[src/sv/pow2sa_ram.sv]
// Simple dual-port RAM with one write port and one registered read port.
`timescale 1ns / 1ps
`default_nettype none
module pow2sa_ram #(
  parameter int W  = 8,
  parameter int AW = 4
) (
  input  wire logic          clk,
  input  wire logic          we,
  input  wire logic [AW-1:0] waddr,
  input  wire logic [W-1:0]  wdata,
  input  wire logic          re,
  input  wire logic [AW-1:0] raddr,
  output logic      [W-1:0]  rdata
);

  logic [W-1:0] mem [2**AW];

  always_ff @(posedge clk) begin
    if (we) begin
      mem[waddr] <= wdata;
    end
    if (re) begin
      rdata <= mem[raddr];
    end
  end

endmodule
`default_nettype wire

[config.mk]
export PLATFORM = sky130hd
export DESIGN_NAME = pow2sa_ram
export DESIGN_NICKNAME = d
export VERILOG_FILES = /design/src/sv/pow2sa_ram.sv
export SDC_FILE = /design/constraint.sdc
export NUM_CORES = 1
export LEC_CHECK = 0
export ABC_AREA = 0
export BUFFER_PORTS_ARGS = -buffer_cell sky130_fd_sc_hd__buf_2
export CAP_MARGIN = 20
export CORE_ASPECT_RATIO = 1.75
export CORE_UTILIZATION = 45
export CTS_CLUSTER_DIAMETER = 80
export DETAILED_ROUTE_END_ITERATION = 10
export HOLD_SLACK_MARGIN = 0.1
export PLACE_DENSITY = 0.7
export SETUP_SLACK_MARGIN = 0.5
export SKIP_LAST_GASP = 1
export SLEW_MARGIN = 20
export SYNTH_ARGS = -nofsm -noshare
export SYNTH_HDL_FRONTEND = slang
export SYNTH_SLANG_ARGS = --single-unit
export TNS_END_PERCENT = 20
[constraint.sdc]
create_clock -name clk -period 1.7 [get_ports clk]
set_input_delay 0.34 -clock clk [delete_from_list [all_inputs] [get_ports clk]]
set_output_delay 0.34 -clock clk [all_outputs]
set_load 0.02 [all_outputs]
Word level (Yosys, flattened, before mapping)
Memories as Yosys holds them, arrays and structs flattened. A register that Yosys moved wholly into a read port is not among the register bits.
Index checks and enable logic that the tools add are counted.
{ "op_classes": {"mux": 2} }
{ "op_table": {"columns": ["operator", "count"], "rows": [
  ["two-way mux 1 bit", 2]
]} }
{ "totals": {"reg_bits": 0, "ramBits": 128, "input_bits": 19, "output_inout_bits": 8, "wordCells": 3, "n_memories": 1} }
{ "mem_list": {"columns": ["name", "depth", "width", "read_ports", "rd_clocked_by_memory_dff", "wr", "line", "source"], "rows": [
  ["mem", 16, 8, 1, 1, 1, "17", "logic [W-1:0] mem [2**AW];"]
]} }

Longest topological paths before layout
{ "logic_depth": {"depth_word": 2, "mapped_depth": 5, "mapped_depth_nobuf": 3} }

Least setup slack after synthesis
No wires, ideal clock.
{ "synth_path": {"path_type": "input-to-reg", "startpoint": "input port waddr[2]", "endpoint": "memory mem[0][0], enable pin", "arrival_time_ns": 1.450, "required_time_ns": 1.317, "setup_slack_ns": -0.133, "path_stages": 2, "path_buffers": 0, "path_cell_list": "or3b_2 > nor3_1"} }
{ "synth_lines": {"columns": ["item", "line", "source"], "rows": [
  ["from (decl)", "10", "input wire logic [AW-1:0] waddr,"],
  ["to (decl)", "17", null]
]} }
Straight into the memory's write port.

==> results.tsv <==
stage	metric	value	unit
status	status	completed	
drt	DR DRC count	0	
cts	CTS tree	yes	
job	# Max-Cap Violations	0	
placed_design	Post-Place Cell Area	5630	um^2
timing	Tcrit/Tclk final	0.822	
grt	All-Layer GR Usage	0.176	
layout	Multi-input gate area	1090	um^2
power	Worst VDD drop	0.000853	V
layout	Area growth syn-to-layout	19.1	%
grt	initial antenna violation count	0	
timing	final setup fails	0	
layout	layout cells sized above 1	0.407	
timing	final hold violations	0	
layout	most common cell after layout, fill and taps aside	edfxtp_1	
drt	drt via density	5.61	
power	Tot Pwr	7.52	mW
synthesis	Syn Nets	248	
layout	Fillers	844	
drt	Detailed Routing Iterations Pass 1	5	
min_path	Hold/Removal Path Class	input pin to register	
layout	nets	308	
worst_setup_path	CP Max Fanout	1	
worst_setup_path	Worst Path Required	1.85	ns
synthesis	synthesized flop and latch total	136	
drt	Detail Route Antenna Nets	0	
drt	final WL	9640	um
drt	post-DR wirelength/cell	22.2	um
power	leakage	2.07	nW
placed_design	RePlAce Congestion	0.757	
synthesis	post-synthesis sequential area ratio	0.781	
timing	worst rel slew slack	0.403	
cts	CTS Root Cell	clkbuf_16	
layout	most frequent cells in the layout	edfxtp_1, mux4_2, buf_2	
synthesis	area leader, netlist	edfxtp_1	
worst_setup_path	kind of capture point of the worst setup path	register	
synthesis	Syn Area/Cell	22.8	um^2
synthesis	Gate Count Post-Synth	229	
synthesis	synth warn	0	
synthesis	Mapped Area	5230	um^2
floorplan	starting density of the core	0.465	
timing	max-slew violation count	0	
cts	Post-CTS Setup Bufs	0	
floorplan	row count	51	
floorplan	core area	11200	um^2
synthesis	Synth cell types	18	
worst_setup_path	Worst Path Arrival	1.55	ns
drt	Vias	2435	
grt	first-pass GRT wire length	15000	um
cts	H-tree levels	4	
floorplan	Die Footprint	12100	um^2
placed_design	Final HPWL DP	6600	um
layout	post-route cell area	6230	um^2
floorplan	Die X-Extent	83.5	um
cts	Inserted Clock Buffers	17	
synthesis	synth top area cells	edfxtp_1, mux4_2, mux4_1	
layout	# diodes	0	
cts	Clock Tree Buf Depth	2	
worst_setup_path	CP Launch Type	register	
floorplan	die span in y	145	um
grt	vias in the first global route	2540	
grt	maximum number of pins on one net before global-route repair	25	
timing	RSZ-0062 raised after global routing	true	
timing	Tmin final	1.40	ns
drt	initial DRC count	205	
layout	register area	4080	um^2
worst_setup_path	critical path type	register to register	
synthesis	post-synth top area share	0.781	
grt	total gr overflow	0	
cts	Reg clk slew, reported paths	0.05	ns
timing	Least-Margin Pin Slew	0.892	ns
placed_design	IO Port Bufs	26	
cts	Skew-Pair Late Insertion Delay	0.41	ns
timing	Final Skew	0.0137	ns
floorplan	I/O pin cnt	27	
cts	Sink Count	136	
cts	CTS Hold Bufs	0	
power	P per Cell Area	1210	nW/um^2
timing	FMAX	716	MHz
==> kinds of logic (layout without fill, tap and decap cells) <==
| family | count (synthesis) | after routing | synth area share |
|---|---|---|---|
| and+or+nand+nor | 35 | 35 | 0.0314 |
| AOI/OAI and AO/OA | 16 | 16 | 0.0230 |
| buffers and inverters | 10 | 83 | 0.0165 |
| muxes | 32 | 32 | 0.148 |
| DFF | 136 | 136 | 0.781 |
==> registers in the layout, summed over array words and instances (netlist names) <==
signal and count:
mem 128, rdata 8
==> final cells by class <==
type                    instances  share of cell area
clock inverters                13              0.0179
multi-input cells              83               0.174
clock buffers                  19              0.0695
flip-flops and latches        136               0.656
repair buffers                 51              0.0557
well taps                     132              0.0265
==> stage by stage <==
step	TNS [ns]	util	setup slack, ns	instances	hold slack (ns)
after global placement	-0.827	0.501	-0.137	402	0.721
after global routing	0	0.554	0.252	434	0.296
after CTS	0	0.553	0.303	434	0.297
after detailed placement	-0.828	0.501	-0.135	402	0.719
final	0	0.554	0.303	434	0.297
after floorplan	0	-	0.160	229	0.439
==> metal layers <==
metal,GRT usage,routed length [um],vias up
met3,0.0571,510,6
met4,0.0633,113,0
met5,0,0,-
met1,0.195,3510,1260
li1,-,-,1089
met2,0.317,5510,80
==> what timing repair did <==
action	in CTS	in global routing
endpoints found under the setup margin	16	21
pin swaps	2	1
resized for setup	8	4
==> report_power, final <==
part	leakage [nW]	total, mW	switching (mW)	internal (mW)
combinational	0.566	0.391	0.224	0.167
clock	0.268	3.33	1.22	2.11
sequential	1.24	3.80	0.0191	3.78
==> worst max-delay path, cell delays in order, from the launching register on <==
cell,delay (ns)
edfxtp_1,0.38
mux4_2,0.48
a22oi_2,0.20
nand2_1,0.08
==> Yosys cell counts <==
cell type and instances:
and2b_1 1, or3b_2 1, nand3b_1 2, mux4_2 18, nand3_1 1, nor2_1 13
buf_6 3, mux4_1 14, buf_2 3, clkdlybuf4s25_2 3, edfxtp_1 136, buf_4 1
nor3_1 4, nand2_1 9, a22oi_1 16, and2_1 1, nor2b_1 1, nand2b_1 2
==> worst paths after layout <==
kind / start / to / slack (ns) / cells after the start
hold reg to reg: mem[14][3] / rdata[3] / 0.75 / 3
setup / recovery: mem[2][1] / rdata[1] / 0.30 / 3
hold / removal: re / rdata[3] / 0.30 / 1
setup reg to reg: mem[2][1] / rdata[1] / 0.30 / 3
No activity file was read; power rests on OpenSTA's default activity.
